File: src/sv/hsfc_pkg.sv
// shared types, constants and helper functions for the half/single converter
// no dependencies; imported by hsfc_pipe_ctrl, the converter top level and the testbench

package hsfc_pkg;

  // pipeline depth: input, decode, shift, output registers
  localparam int NUM_STAGES = 4;

  // request codes
  localparam logic REQ_H2S = 1'b0;
  localparam logic REQ_S2H = 1'b1;

  // exponent constants
  localparam logic [7:0]  SGL_EXP_MAX    = 8'hFF;
  localparam logic [4:0]  HLF_EXP_MAX    = 5'h1F;
  localparam logic [7:0]  EXP_BIAS_DIFF  = 8'd112;
  localparam logic [7:0]  S2H_SUB_LOW    = 8'd102;  // below: flush to zero
  localparam logic [7:0]  S2H_NORM_LOW   = 8'd113;  // from here: half normal
  localparam logic [7:0]  S2H_OVF_LOW    = 8'd143;  // from here: overflow
  localparam logic [7:0]  S2H_SUB_SHIFT  = 8'd126;  // shift = 126 - exponent
  localparam logic [4:0]  S2H_NORM_SHIFT = 5'd13;

  // fixed result patterns (sign excluded)
  localparam logic [14:0] HLF_INF  = 15'h7C00;
  localparam logic [14:0] HLF_QNAN = 15'h7E00;

  // operand class seen by the decode stage
  typedef enum logic [2:0] {
    CLS_ZERO,
    CLS_SUB,
    CLS_NORM,
    CLS_INF,
    CLS_NAN
  } cls_t;

  // pipeline control handed from the stage control to the datapath
  typedef struct packed {
    logic [NUM_STAGES-1:0] load;
    logic [NUM_STAGES-1:0] valid;
  } pipe_ctl_t;

  // leading zero count of a nonzero 10-bit mantissa
  function automatic logic [3:0] lzc10(input logic [9:0] m);
    logic [3:0] n;
    logic       found;
    n     = 4'd0;
    found = 1'b0;
    for (int i = 9; i >= 0; i--) begin
      if (!found && m[i]) begin
        n     = 4'(9 - i);
        found = 1'b1;
      end
    end
    return n;
  endfunction

endpackage

File: src/sv/hsfc_pipe_ctrl.sv
// valid bits and advance logic for the converter pipeline
// depends on hsfc_pkg (NUM_STAGES, pipe_ctl_t)

module hsfc_pipe_ctrl (
  input  logic               clk,
  input  logic               rst,
  input  logic               in_valid,
  output logic               in_stall,
  input  logic               out_stall,
  output hsfc_pkg::pipe_ctl_t ctl
);
  import hsfc_pkg::*;

  logic [NUM_STAGES-1:0] valid;
  logic [NUM_STAGES-1:0] adv;

  // a stage moves when it is empty or the stage after it moves
  always_comb begin
    adv[NUM_STAGES-1] = !valid[NUM_STAGES-1] || !out_stall;
    for (int i = NUM_STAGES - 2; i >= 0; i--) begin
      adv[i] = !valid[i] || adv[i+1];
    end
  end

  // valid bits travel with the data
  always_ff @(posedge clk) begin
    if (rst) begin
      valid <= '0;
    end else begin
      for (int i = 0; i < NUM_STAGES; i++) begin
        if (adv[i]) begin
          valid[i] <= (i == 0) ? in_valid : valid[(i == 0) ? 0 : i - 1];
        end
      end
    end
  end

  assign in_stall  = !adv[0];
  assign ctl.load  = adv;
  assign ctl.valid = valid;

endmodule

File: src/sv/half_single_float_converter.sv
// Converts IEEE binary16 and binary32 bit patterns, one conversion per transfer. req_type 0
// widens the half in the low 16 bits of operand_bits to single exactly; req_type 1 narrows
// a single to half with round to nearest even, overflow to infinity, flush of values below
// the half subnormal range to signed zero, and every NaN turned into a quiet NaN with
// payload 0x200 (half result in the low 16 bits, upper 16 zero). The pipeline has four
// register stages (input, decode, shift and round bits, output) and takes one transfer per
// cycle while the input is not stalled. A stall at the output holds the output register;
// an earlier stage waits only while every stage after it is full, so the input stalls once
// all four stages are full and the output is stalled.
// depends on hsfc_pkg and hsfc_pipe_ctrl

module half_single_float_converter (
  input  logic        clk,
  input  logic        rst,
  input  logic        in_valid,
  output logic        in_stall,
  input  logic        req_type,
  input  logic [31:0] operand_bits,
  output logic        out_valid,
  input  logic        out_stall,
  output logic [31:0] result_bits
);
  import hsfc_pkg::*;

  pipe_ctl_t ctl;

  hsfc_pipe_ctrl u_ctrl (
    .clk      (clk),
    .rst      (rst),
    .in_valid (in_valid),
    .in_stall (in_stall),
    .out_stall(out_stall),
    .ctl      (ctl)
  );

  // stage 0: input register
  logic        s0_req;
  logic [31:0] s0_op;

  always_ff @(posedge clk) begin
    if (ctl.load[0]) begin
      s0_req <= req_type;
      s0_op  <= operand_bits;
    end
  end

  // stage 1: decode class, exponent and shift amount
  logic        s1_req, s1_req_next;
  logic        s1_sign, s1_sign_next;
  cls_t        s1_cls, s1_cls_next;
  logic [23:0] s1_m24, s1_m24_next;
  logic [4:0]  s1_sh, s1_sh_next;
  logic [7:0]  s1_ex, s1_ex_next;

  logic [4:0]  d_hex;
  logic [9:0]  d_hm;
  logic [7:0]  d_rawex;
  logic [22:0] d_mant;

  always_comb begin
    d_hex       = s0_op[14:10];
    d_hm        = s0_op[9:0];
    d_rawex     = s0_op[30:23];
    d_mant      = s0_op[22:0];
    s1_req_next = s0_req;
    s1_sign_next = (s0_req == REQ_H2S) ? s0_op[15] : s0_op[31];
    s1_cls_next = CLS_ZERO;
    s1_m24_next = {14'd0, d_hm};
    s1_sh_next  = {1'b0, lzc10(d_hm)};
    s1_ex_next  = {3'd0, d_hex} + EXP_BIAS_DIFF;
    if (s0_req == REQ_H2S) begin
      // half classes: infinity and NaN share one path, payload kept
      if (d_hex == 5'd0) begin
        s1_cls_next = (d_hm == 10'd0) ? CLS_ZERO : CLS_SUB;
      end else if (d_hex == HLF_EXP_MAX) begin
        s1_cls_next = CLS_INF;
      end else begin
        s1_cls_next = CLS_NORM;
      end
    end else begin
      // single classes by raw exponent range
      s1_ex_next = d_rawex - EXP_BIAS_DIFF;
      if (d_rawex == SGL_EXP_MAX) begin
        s1_cls_next = (d_mant != 23'd0) ? CLS_NAN : CLS_INF;
      end else if (d_rawex >= S2H_OVF_LOW) begin
        s1_cls_next = CLS_INF;
      end else if (d_rawex >= S2H_NORM_LOW) begin
        s1_cls_next = CLS_NORM;
      end else if (d_rawex >= S2H_SUB_LOW) begin
        s1_cls_next = CLS_SUB;
      end else begin
        s1_cls_next = CLS_ZERO;
      end
      if (s1_cls_next == CLS_SUB) begin
        s1_m24_next = {1'b1, d_mant};
        s1_sh_next  = 5'(S2H_SUB_SHIFT - d_rawex);
      end else begin
        s1_m24_next = {1'b0, d_mant};
        s1_sh_next  = S2H_NORM_SHIFT;
      end
    end
  end

  always_ff @(posedge clk) begin
    if (ctl.load[1]) begin
      s1_req  <= s1_req_next;
      s1_sign <= s1_sign_next;
      s1_cls  <= s1_cls_next;
      s1_m24  <= s1_m24_next;
      s1_sh   <= s1_sh_next;
      s1_ex   <= s1_ex_next;
    end
  end

  // stage 2: finish the widening, or shift out the narrowed mantissa
  logic        s2_req, s2_req_next;
  logic [31:0] s2_word, s2_word_next;
  logic        s2_rnd, s2_rnd_next;

  logic [47:0] w_shift;
  logic [9:0]  w_q;
  logic        w_guard;
  logic        w_sticky;
  logic [9:0]  w_norm;
  logic [9:0]  w_hm_sh;
  logic [7:0]  w_sub_ex;
  logic [14:0] w_base;

  always_comb begin
    // narrowing: quotient, guard bit and sticky bits in one right shift
    w_shift  = {s1_m24, 24'd0} >> s1_sh;
    w_q      = w_shift[33:24];
    w_guard  = w_shift[23];
    w_sticky = |w_shift[22:0];
    // widening: subnormal half normalized by the leading zero count
    w_hm_sh  = s1_m24[9:0] << s1_sh[3:0];
    w_norm   = {w_hm_sh[8:0], 1'b0};
    w_sub_ex = EXP_BIAS_DIFF - {4'd0, s1_sh[3:0]};

    s2_req_next = s1_req;
    s2_rnd_next = 1'b0;
    w_base      = 15'd0;
    s2_word_next = {s1_sign, 31'd0};
    if (s1_req == REQ_H2S) begin
      case (s1_cls)
        CLS_SUB:  s2_word_next = {s1_sign, w_sub_ex, w_norm, 13'd0};
        CLS_NORM: s2_word_next = {s1_sign, s1_ex, s1_m24[9:0], 13'd0};
        CLS_INF:  s2_word_next = {s1_sign, SGL_EXP_MAX, s1_m24[9:0], 13'd0};
        default:  s2_word_next = {s1_sign, 31'd0};
      endcase
    end else begin
      case (s1_cls)
        CLS_SUB:  w_base = {5'd0, w_q};
        CLS_NORM: w_base = {s1_ex[4:0], w_q};
        CLS_INF:  w_base = HLF_INF;
        CLS_NAN:  w_base = HLF_QNAN;
        default:  w_base = 15'd0;
      endcase
      // nearest even: above half, or exactly half with an odd quotient
      if (s1_cls == CLS_SUB || s1_cls == CLS_NORM) begin
        s2_rnd_next = w_guard && (w_sticky || w_q[0]);
      end
      s2_word_next = {16'd0, s1_sign, w_base};
    end
  end

  always_ff @(posedge clk) begin
    if (ctl.load[2]) begin
      s2_req  <= s2_req_next;
      s2_word <= s2_word_next;
      s2_rnd  <= s2_rnd_next;
    end
  end

  // stage 3: rounding increment for narrowing, carry runs into the exponent
  logic [31:0] s3_res_next;
  logic [14:0] r_mag;

  always_comb begin
    r_mag = s2_word[14:0] + {14'd0, s2_rnd};
    if (s2_req == REQ_S2H) begin
      s3_res_next = {16'd0, s2_word[15], r_mag};
    end else begin
      s3_res_next = s2_word;
    end
  end

  always_ff @(posedge clk) begin
    if (ctl.load[3]) begin
      result_bits <= s3_res_next;
    end
  end

  assign out_valid = ctl.valid[NUM_STAGES-1];

endmodule

File: config.mk
export PLATFORM = sky130hd
export DESIGN_NAME = half_single_float_converter
export DESIGN_NICKNAME = d
export VERILOG_FILES = /design/src/sv/hsfc_pkg.sv /design/src/sv/hsfc_pipe_ctrl.sv /design/src/sv/half_single_float_converter.sv
export SDC_FILE = /design/constraint.sdc
export NUM_CORES = 1
export LEC_CHECK = 0
export BUFFER_PORTS_ARGS = -buffer_cell sky130_fd_sc_hd__buf_2
export CORE_MARGIN = 4
export CORE_UTILIZATION = 54
export CTS_CLUSTER_DIAMETER = 150
export DETAILED_ROUTE_END_ITERATION = 6
export MAX_ROUTING_LAYER = met4
export PLACE_DENSITY = 0.77
export SETUP_SLACK_MARGIN = 0.4
export SYNTH_ARGS = -nofsm -noshare
export SYNTH_HDL_FRONTEND = slang
export SYNTH_SLANG_ARGS = --single-unit
export TNS_END_PERCENT = 100
File: constraint.sdc
create_clock -name clk -period 2.36 [get_ports clk]
set_input_delay 0.472 -clock clk [delete_from_list [all_inputs] [get_ports clk]]
set_output_delay 0.472 -clock clk [all_outputs]
set_load 0.02 [all_outputs]
==> summary.txt, run 1 <==
# setup viols final = 5
CTS HTree Levels = 4
P_sw = 0.00170 W
Clk pwr share = 40.4%
Storage element area = 0.00431 sq mm
PortBufs = 70
Setup Skew = 0.00877 ns
Routed vias = 5815
FFs w/ async S/R, synth = 0%
Post-synth top flop = edfxtp_1
Worst slew pin tran = 0.549 ns
Total CTS buffers = 17
RSZ-0062 raised after global routing = yes
Final Hold Vio Count = 0
Comb pwr share = 15.8%
Post-synthesis cell type count = 61
Final core utilization = 73.7%
Minimum clock period = 2.83 ns
Worst path arrival time = 2.98 ns
CP required = 2.51 ns
Max Clk Rate = 0.354 GHz
Min-Delay Path Class = in -> reg
Aggregate global routing overflow = 0
Placement-stage cell area = 0.00876 sq mm
Outcome = finished, violations left
Post-synthesis sequential area ratio = 56.9%
Ys Warns = 0
Min setup slack post-route = -0.467 ns
Final instance area = 0.0102 sq mm
DR iter-0 viols = 451
Net Sw Frac = 23.7%
Ant diodes = 0
Max cap viols = 0
Max FO, Critical Path = 4
Avg Inst Size Synth = 12.2 sq um
Worst setup EP type = register
DRT Pass-1 Iters = 5
Max VDD drop = 0.627 mV
Wire per inst = 19.0 microns
Compound-Gate Fraction of Synth Area = 9.60%
EDFF count, synth = 141
Failing checks = negative setup slack
Routability congestion estimate = 0.975
Power density cells = 703 mW/mm^2
Cell internal pwr = 0.00546 W
CTS tree = done
Synthesized flop and latch total = 145
Main combinational cell family by area after synthesis = multiplexers
Syn nets = 669
Skew-Pair Late Insertion Delay = 0.42 ns
Row count = 43
Clock buffer depth = 2
Leakage = 4.18 nW
Largest net degree at the start of global routing = 43
Global-route wire length before repair = 28100 microns
Core box area = 0.0138 sq mm
Synthesized instance count = 621
Most common cell after layout, fill and taps aside = edfxtp_1
Slew HR = 63.4%
Total track usage = 23.0%
Slew Limit Fails = 0
Xor/xnor share of the synthesized area = 2.43%
Fin crit share = 120%
Chip height = 126 microns
Die W = 126 microns
Clock tree sinks = 145
Simple-gate share of the synthesized area = 13.0%
HPWL Detailed = 13200 microns
Power Total = 0.00716 W
Commonest non-fill, non-tap cells in the layout = 141 x edfxtp_1, 97 x buf_4, 70 x buf_2, 43 x nor2_1, 41 x nand2_1
# fillers = 845
Final wirelength = 18900 microns
Detail Route Antenna Nets = 0
Mapped Area = 0.00758 sq mm
Final Net Count = 851
Multiplexer share of the synthesized area = 13.0%
Share of layout cells above drive strength 1 = 40.9%
Startpoint class of the critical path = register
WS Path Type = reg -> reg
Clk root buf = clkbuf_16
Syn-to-layout area delta = 34.4%
Starting Density = 54.8%
DIE AREA = 0.0160 sq mm
Sequential power share = 43.8%
Multi-input gate area = 0.00340 sq mm
Adder-Cell Fraction of Synth Area = 1.82%
Worst hold slack = 0.223 ns
Number of global-route vias before repair = 5613
Initial antenna violation count = 0
Vias/cell = 5.84
Clock-pin slew on the worst setup and hold paths = 0.06 ns
Ports = 71
Drt drc = 0
DP Worst Slack = -0.439 ns
worst paths after layout:
check,start,endpoint,slack (ns),cells past startpoint
max,s1_sh[1]$_DFFE_PP_,s2_rnd$_SDFFCE_PN0P_,-0.47,9
min,operand_bits[31],s0_op[31]$_DFFE_PN_,0.22,1
max reg2reg,s1_sh[1]$_DFFE_PP_,s2_rnd$_SDFFCE_PN0P_,-0.47,9
min reg2reg,s2_word[15]$_DFFE_PP_,result_bits[15]$_DFFE_PP_,0.46,0
power by group through the flow:
stage | Clock [W] | Combinational, W | Sequential [W]
global route | 0.00305 | 0.00120 | 0.00315
floorplan | 0 | 0.000506 | 0.00320
finish | 0.00289 | 0.00113 | 0.00314
CTS | 0.00292 | 0.000997 | 0.00313
detailed placement | 0 | 0.000913 | 0.00318
global placement | 0 | 0.000905 | 0.00317
layer usage:
| metal | wire length [microns] | track usage (%) |
|---|---|---|
| met1 | 7340 | 27.2 |
| met2 | 9880 | 38.4 |
| met3 | 1100 | 4.17 |
| met4 | 604 | 10.6 |
| met5 | 0 | - |
area by class of cell:
class                           instances  share of cell area [%]
Timing Repair Buffer                  199                    14.9
Sequential cell                       145                    42.3
Inverter                               24                   0.909
Clock inverter                         13                    2.04
Clock buffer                           19                    4.25
Multi-Input combinational cell        416                    33.4
Tap cell                              180                    2.21
synth_stat cells, drive strengths merged (5+ instances only):
cell type	number	share of area, %
ha	11	1.8
nor3	5	0.33
a21oi	38	2.5
nand3	18	1.2
inv	24	1.2
and2	15	1.2
nand4	7	0.58
nor2	51	2.5
nand2	44	2.2
mux4	18	5.3
nor2b	23	1.9
xnor2	17	2.0
mux2	26	3.9
and3	6	0.50
o21ai	32	2.1
a22oi	6	0.59
clkbuf	21	1.0
edfxtp	141	56
mux2i	29	3.8
buf	15	1.0
state kept, by name (all words and copies together), names as in the netlist:
signal / count
result_bits: 32
s0_op: 32
s0_req: 1
s1_cls: 3
s1_ex: 8
s1_m24: 24
s1_req: 1
s1_sh: 5
s1_sign: 1
s2_req: 1
s2_rnd: 1
s2_word: 32
u_ctrl.valid: 4
worst max-delay path, stage by stage (launching register included):
cell and delay, ns:
edfxtp_1 0.44, buf_4 0.17, buf_6 0.12, buf_12 0.12
mux4_2 0.31, mux4_2 0.49, nand2b_1 0.15, or4_1 0.42
o32ai_1 0.23, a211oi_1 0.12
cell families (layout without fill, tap and decap cells):
kind of cell,after synthesis,in the layout
adders and majority gates,11,11
DFF,145,145
xor gates and xnor gates,21,21
AOI/OAI and AO/OA,116,116
muxes,73,73
and+or+nand+nor,195,195
buffers and inverters,60,255
what timing repair did:
item,4_1_cts,5_1_grt
gates resized for setup,51,72
setup buffers,12,23
hold buffers,0,0
setup endpoints to repair,30,33
cloned,0,1
pin swaps,9,24
per-stage QoR:
step | setup TNS, ns | instances
after CTS | -0.380 | 972
after global routing | -1.02 | 996
after global placement | -0.701 | 928
after floorplan | -0.246 | 621
after detailed placement | -0.761 | 928
final | -0.565 | 996
Power figures use the tool's default switching activity.
==> inputs of run 2 (changes only) <==
==> constraint.sdc (replaced) <==
create_clock -name clk -period 2.4 [get_ports clk]
set_input_delay 0.48 -clock clk [delete_from_list [all_inputs] [get_ports clk]]
set_output_delay 0.48 -clock clk [all_outputs]
set_load 0.02 [all_outputs]
==> summary.txt, run 2 (synthesis results as in run 1) <==
Outcome = finished, violations left
Failing checks = negative setup slack
Final wirelength = 18500 microns (-2.3%)
Storage element area = 0.00432 sq mm (about the same)
Fin crit share = 118% (-1.6 points)
Global-route wire length before repair = 28800 microns (+2.7%)
DR iter-0 viols = 391 (-13%)
CP top delay family = multiplexers
Skew-Pair Late Insertion Delay = 0.42 ns (about the same)
DIE AREA = 0.0160 sq mm (unchanged)
Detail Route Antenna Nets = 0 (unchanged)
Most common cell after layout, fill and taps aside = edfxtp_1
WS Path Type = reg -> reg
CP required = 2.56 ns (+0.05 ns)
Buf/Inv on CP = 3 (unchanged)
Starting Density = 54.8% (unchanged)
Cell Chain, Critical Path = buf_6, buf_6, buf_16, mux4_2, mux4_2, nand2b_1, or4_4, o32ai_2, a211oi_1
CTS hold repair buffers = 0 (unchanged)
Slew HR = 66.5% (+3.1 points)
Power density cells = 699 mW/mm^2 (-0.46%)
Clock tree sinks = 145 (unchanged)
Met2 Track Usage GR = 39.6% (+1.2 points)
Largest net degree at the start of global routing = 43 (unchanged)
Initial antenna violation count = 0 (unchanged)
Worst slew pin tran = 0.502 ns (-0.0461 ns)
Syn-to-layout area delta = 32.4%
Chip height = 126 microns (unchanged)
Clock-pin slew on the worst setup and hold paths = 0.06 ns (about the same)
Clock buffer depth = 2 (unchanged)
Multi-input gate area = 0.00328 sq mm (-3.5%)
Startpoint class of the critical path = register
HPWL Detailed = 13000 microns (-1.3%)
DP Worst Slack = -0.383 ns (+0.0557 ns)
Ports = 71 (unchanged)
# fillers = 904 (+7.0%)
Clk root buf = clkbuf_16
Max Clk Rate = 0.352 GHz (-0.36%)
Die W = 126 microns (unchanged)
Power Total = 0.00702 W (-1.9%)
Commonest non-fill, non-tap cells in the layout = 141 x edfxtp_1, 98 x buf_4, 71 x buf_2, 45 x nor2_1, 42 x nand2_1
Min-Delay Path Class = in -> reg
Aggregate global routing overflow = 0 (unchanged)
GRT Max-Usage Layer = met2
Final Net Count = 845 (-0.71%)
Max VDD drop = 0.724 mV (+15%)
Routability congestion estimate = 0.927 (-4.9%)
Number of global-route vias before repair = 5660 (+0.84%)
Placement-stage cell area = 0.00870 sq mm (-0.63%)
Total CTS buffers = 17 (unchanged)
Drt drc = 0 (unchanged)
Met1 Use GR = 28.0% (+0.77 points)
CP max-delay cell = mux4_2
Ant diodes = 0 (unchanged)
PortBufs = 70 (unchanged)
CP peak stage delay = 0.51 ns (+0.02 ns)
Wire per inst = 18.7 microns (-1.7%)
CTS tree = done
Routed vias = 5741 (-1.3%)
Vias/cell = 5.80 (-0.67%)
Share of layout cells above drive strength 1 = 39.1% (-1.8 points)
GRT met3 Usage = 4.13% (-0.042 points)
Total track usage = 23.8% (+0.76 points)
Slew Limit Fails = 0 (unchanged)
Final Hold Vio Count = 0 (unchanged)
RSZ-0062 raised after global routing = yes
Core box area = 0.0138 sq mm (unchanged)
Leakage = 4.13 nW (-1.0%)
Max cap viols = 0 (unchanged)
CTS HTree Levels = 4 (unchanged)
Row count = 43 (unchanged)
Setup Skew = 0.00870 ns (-0.0000765 ns)
Worst path arrival time = 2.99 ns (about the same)
DRT Pass-1 Iters = 5 (unchanged)
Minimum clock period = 2.84 ns (+0.0103 ns)
# setup viols final = 7 (+2)
Max FO, Critical Path = 8 (+4)
Worst setup EP type = register
Min setup slack post-route = -0.437 ns (+0.0297 ns)
Largest regs = result_bits x32, s0_op x32, s2_word x32
Final instance area = 0.0100 sq mm (-1.5%)
-- run 2: area by class of cell --
cell class                      count  area share [%]
Clock buffer                       20            4.35
Clock inverter                     12            2.07
Inverter                           24           0.897
Multi-Input combinational cell    416            32.7
Sequential cell                   145            43.0
Tap cell                          180            2.24
Timing Repair Buffer              193            14.8
-- run 2: repair_timing --
action / in CTS / in global routing
pin swaps: 3 / 14
setup endpoints to repair: 26 / 30
resized for setup: 47 / 42
gates cloned: 4 / 2
setup buffers: 12 / 17
-- run 2: metrics by stage --
| stage | TNS (ns) | instances | utilization (%) | hold slack [ns] |
|---|---|---|---|---|
| 2_1_floorplan | -0.206 | 621 | - | 0.400 |
| 3_3_place_gp | -0.535 | 923 | 62.9 | 0.401 |
| 3_5_place_dp | -0.677 | 923 | 62.9 | 0.443 |
| 4_1_cts | -0.354 | 971 | 70.4 | 0.216 |
| 5_1_grt | -1.55 | 990 | 72.6 | 0.214 |
| 6_report | -0.910 | 990 | 72.6 | 0.231 |
-- run 2: final timing paths --
check,start,end,slack (ns),depth (start not counted)
hold / removal,operand_bits[4],s0_op[4]$_DFFE_PN_,0.23,1
hold reg to reg,s2_word[15]$_DFFE_PP_,result_bits[15]$_DFFE_PP_,0.45,0
setup / recovery,s1_sh[1]$_DFFE_PP_,s2_rnd$_SDFFCE_PN0P_,-0.44,9
setup reg to reg,s1_sh[1]$_DFFE_PP_,s2_rnd$_SDFFCE_PN0P_,-0.44,9
-- run 2: routing by layer --
metal / vias to the layer above / wire [microns]
met5: - / 0
met4: 0 / 657
met3: 44 / 913
met2: 223 / 9760
met1: 2775 / 7170
li1: 2699 / -
-- run 2: power by group --
group          leakage, nW  switching, W  total, W  internal [W]
clock                0.313      0.000999   0.00285       0.00185
combinational         2.20      0.000513   0.00108      0.000564
sequential            1.62      0.000131   0.00309       0.00296
total                 4.13       0.00164   0.00702       0.00538
-- run 2: worst register-to-register path: stages (launching register included) --
cell and delay (ns):
edfxtp_1 0.40, buf_6 0.15, buf_6 0.12, buf_16 0.13
mux4_2 0.34, mux4_2 0.52, nand2b_1 0.17, or4_4 0.42
o32ai_2 0.22, a211oi_1 0.11
==> inputs of run 3 (changes only) <==
--- a/config.mk
+++ b/config.mk
@@ -11,7 +11,8 @@
 export CTS_CLUSTER_DIAMETER = 150
 export DETAILED_ROUTE_END_ITERATION = 6
 export MAX_ROUTING_LAYER = met4
-export PLACE_DENSITY = 0.77
+export PLACE_DENSITY = 0.87
+export REMOVE_ABC_BUFFERS = 1
 export SETUP_SLACK_MARGIN = 0.4
 export SYNTH_ARGS = -nofsm -noshare
 export SYNTH_HDL_FRONTEND = slang
==> summary.txt, run 3 (synthesis results as in run 1) <==
Final Net Count = 833 (-1.4%)
Min setup slack post-route = -0.392 ns (+0.0452 ns)
Wire per inst = 18.4 microns (-1.7%)
Placement-stage cell area = 0.00863 sq mm (-0.78%)
Max cap viols = 0 (unchanged)
Leakage = 4.01 nW (-2.9%)
Vias/cell = 5.86 (+0.98%)
Most common cell after layout, fill and taps aside = edfxtp_1
Core box area = 0.0138 sq mm (unchanged)
Ant diodes = 0 (unchanged)
Minimum clock period = 2.79 ns (-0.0452 ns)
DRT Pass-1 Iters = 5 (unchanged)
Clock buffer depth = 2 (unchanged)
Aggregate global routing overflow = 0 (unchanged)
Clock tree sinks = 145 (unchanged)
Skew-Pair Late Insertion Delay = 0.42 ns (about the same)
Global-route wire length before repair = 28400 microns (-1.5%)
Clock-pin slew on the worst setup and hold paths = 0.06 ns (about the same)
Worst setup EP type = register
Die W = 126 microns (unchanged)
Commonest non-fill, non-tap cells in the layout = 141 x edfxtp_1, 92 x buf_4, 70 x buf_2, 46 x nor2_1, 43 x nand2_1
RSZ-0062 raised after global routing = yes
Min-Delay Path Class = in -> reg
Routability congestion estimate = 0.971 (+4.8%)
Slew Limit Fails = 0 (unchanged)
Ports = 71 (unchanged)
Worst slew pin tran = 0.532 ns (+0.0295 ns)
# setup viols final = 4 (-3)
Detail Route Antenna Nets = 0 (unchanged)
DIE AREA = 0.0160 sq mm (unchanged)
CTS tree = done
Internal reg-to-reg setup slack = -0.39 ns (+0.05 ns)
Slew HR = 64.2% (-2.3 points)
Chip height = 126 microns (unchanged)
HPWL Detailed = 12700 microns (-2.4%)
Total track usage = 23.3% (-0.43 points)
PortBufs = 70 (unchanged)
Failing checks = negative setup slack
Setup Skew = 0.0194 ns (+0.0107 ns)
Power density cells = 678 mW/mm^2 (-3.0%)
Outcome = finished, violations left
Syn-to-layout area delta = 29.0%
Number of global-route vias before repair = 5648 (-0.21%)
Fin crit share = 116% (-1.9 points)
R2R Path End = s2_rnd$_SDFFCE_PN0P_
Starting Density = 54.8% (unchanged)
Max VDD drop = 0.600 mV (-17%)
Startpoint class of the critical path = register
WS Path Type = reg -> reg
CTS HTree Levels = 4 (unchanged)
Hold path depth = 1 (unchanged)
Clk root buf = clkbuf_16
Max FO, Critical Path = 4 (-4)
Worst path arrival time = 2.93 ns (-0.06 ns)
CP required = 2.54 ns (-0.02 ns)
Max Clk Rate = 0.358 GHz (+1.6%)
Hold EP = s0_op[4]$_DFFE_PN_
Final Hold Vio Count = 0 (unchanged)
Share of layout cells above drive strength 1 = 37.2% (-1.9 points)
Largest net degree at the start of global routing = 43 (unchanged)
Drt drc = 0 (unchanged)
Total CTS buffers = 17 (unchanged)
DR iter-0 viols = 482 (+23%)
Final instance area = 0.00978 sq mm (-2.6%)
Final wirelength = 18000 microns (-2.9%)
Reg2Reg Depth = 8 (-1)
Row count = 43 (unchanged)
Initial antenna violation count = 0 (unchanged)
Largest regs = result_bits x32, s0_op x32, s2_word x32
Worst r2r src = s1_sh[1]$_DFFE_PP_
Min-delay src = operand_bits[4]
Placed cell count = 916 (-0.76%)
Routed vias = 5727 (-0.24%)
Final non-filler cell total = 978 (-1.2%)
run 3: cell types whose count changed in the layout (fill, tap and decap cells not counted), sizes merged:
cell	previous run	this run
buf	191	181
bufinv	5	2
clkbuf	21	18
clkinv	5	8
clkinvlp	0	3
bufbuf	1	0
inv	26	25
run 3: routing by layer:
layer	global-route usage, %	wire length [microns]
met1	27.7	6880
met2	38.0	9240
met3	3.75	1020
met4	13.2	825
met5	-	0
run 3: per-stage QoR:
step	TNS [ns]	power (W)	worst slack, ns	utilization [%]	hold slack (ns)
5_1_grt	-1.19	0.00689	-0.455	70.7	0.218
4_1_cts	-0.477	0.00660	-0.334	69.4	0.207
2_1_floorplan	-9.06	0.00362	-1.33	-	0.400
3_3_place_gp	-0.593	0.00397	-0.360	62.4	0.406
3_5_place_dp	-0.671	0.00400	-0.399	62.4	0.432
6_report	-0.735	0.00663	-0.392	70.7	0.228
run 3: cell type report:
class | instances | area (sq um)
flip-flops and latches | 145 | 4310
fillers | 888 | 4050
multi-input cells | 416 | 3280
repair buffers | 181 | 1300
clock buffers | 18 | 429
well taps | 180 | 225
clock inverters | 14 | 141
inverters | 24 | 90.1
run 3: report_power, final:
group / internal, W / total, W / switching (W) / leakage (nW)
Combinational: 0.000531 / 0.00105 / 0.000514 / 2.12
Sequential: 0.00296 / 0.00308 / 0.000124 / 1.62
Clock: 0.00152 / 0.00250 / 0.000980 / 0.273
run 3: what timing repair did:
action                     CTS  global route
setup endpoints to repair   27            26
pin swaps                   13             8
gates cloned                 1             0
setup buffers               24             5
hold buffers                 0             0
resized for setup           50            31
run 3: worst max-delay path, cell delays in order, from the launching register on:
cell and delay [ns]:
edfxtp_1 0.41, buf_6 0.16, mux2_4 0.31, mux2_4 0.27
mux4_2 0.47, nand2b_1 0.16, or4_1 0.43, o32ai_2 0.21
a211oi_1 0.10
run 3: worst max path at each step:
stage,startpoint,to,slack (ns),cells after the start
after floorplan,s1_sh[1]$_DFFE_PP_,s2_rnd$_SDFFCE_PN0P_,-1.33,7
after global routing,s1_sh[1]$_DFFE_PP_,s2_rnd$_SDFFCE_PN0P_,-0.45,9
after detailed placement,s1_sh[1]$_DFFE_PP_,s2_rnd$_SDFFCE_PN0P_,-0.40,8
after global placement,s1_sh[0]$_DFFE_PP_,s2_rnd$_SDFFCE_PN0P_,-0.36,10
final,s1_sh[1]$_DFFE_PP_,s2_rnd$_SDFFCE_PN0P_,-0.39,8
after CTS,s1_sh[1]$_DFFE_PP_,s2_rnd$_SDFFCE_PN0P_,-0.33,8
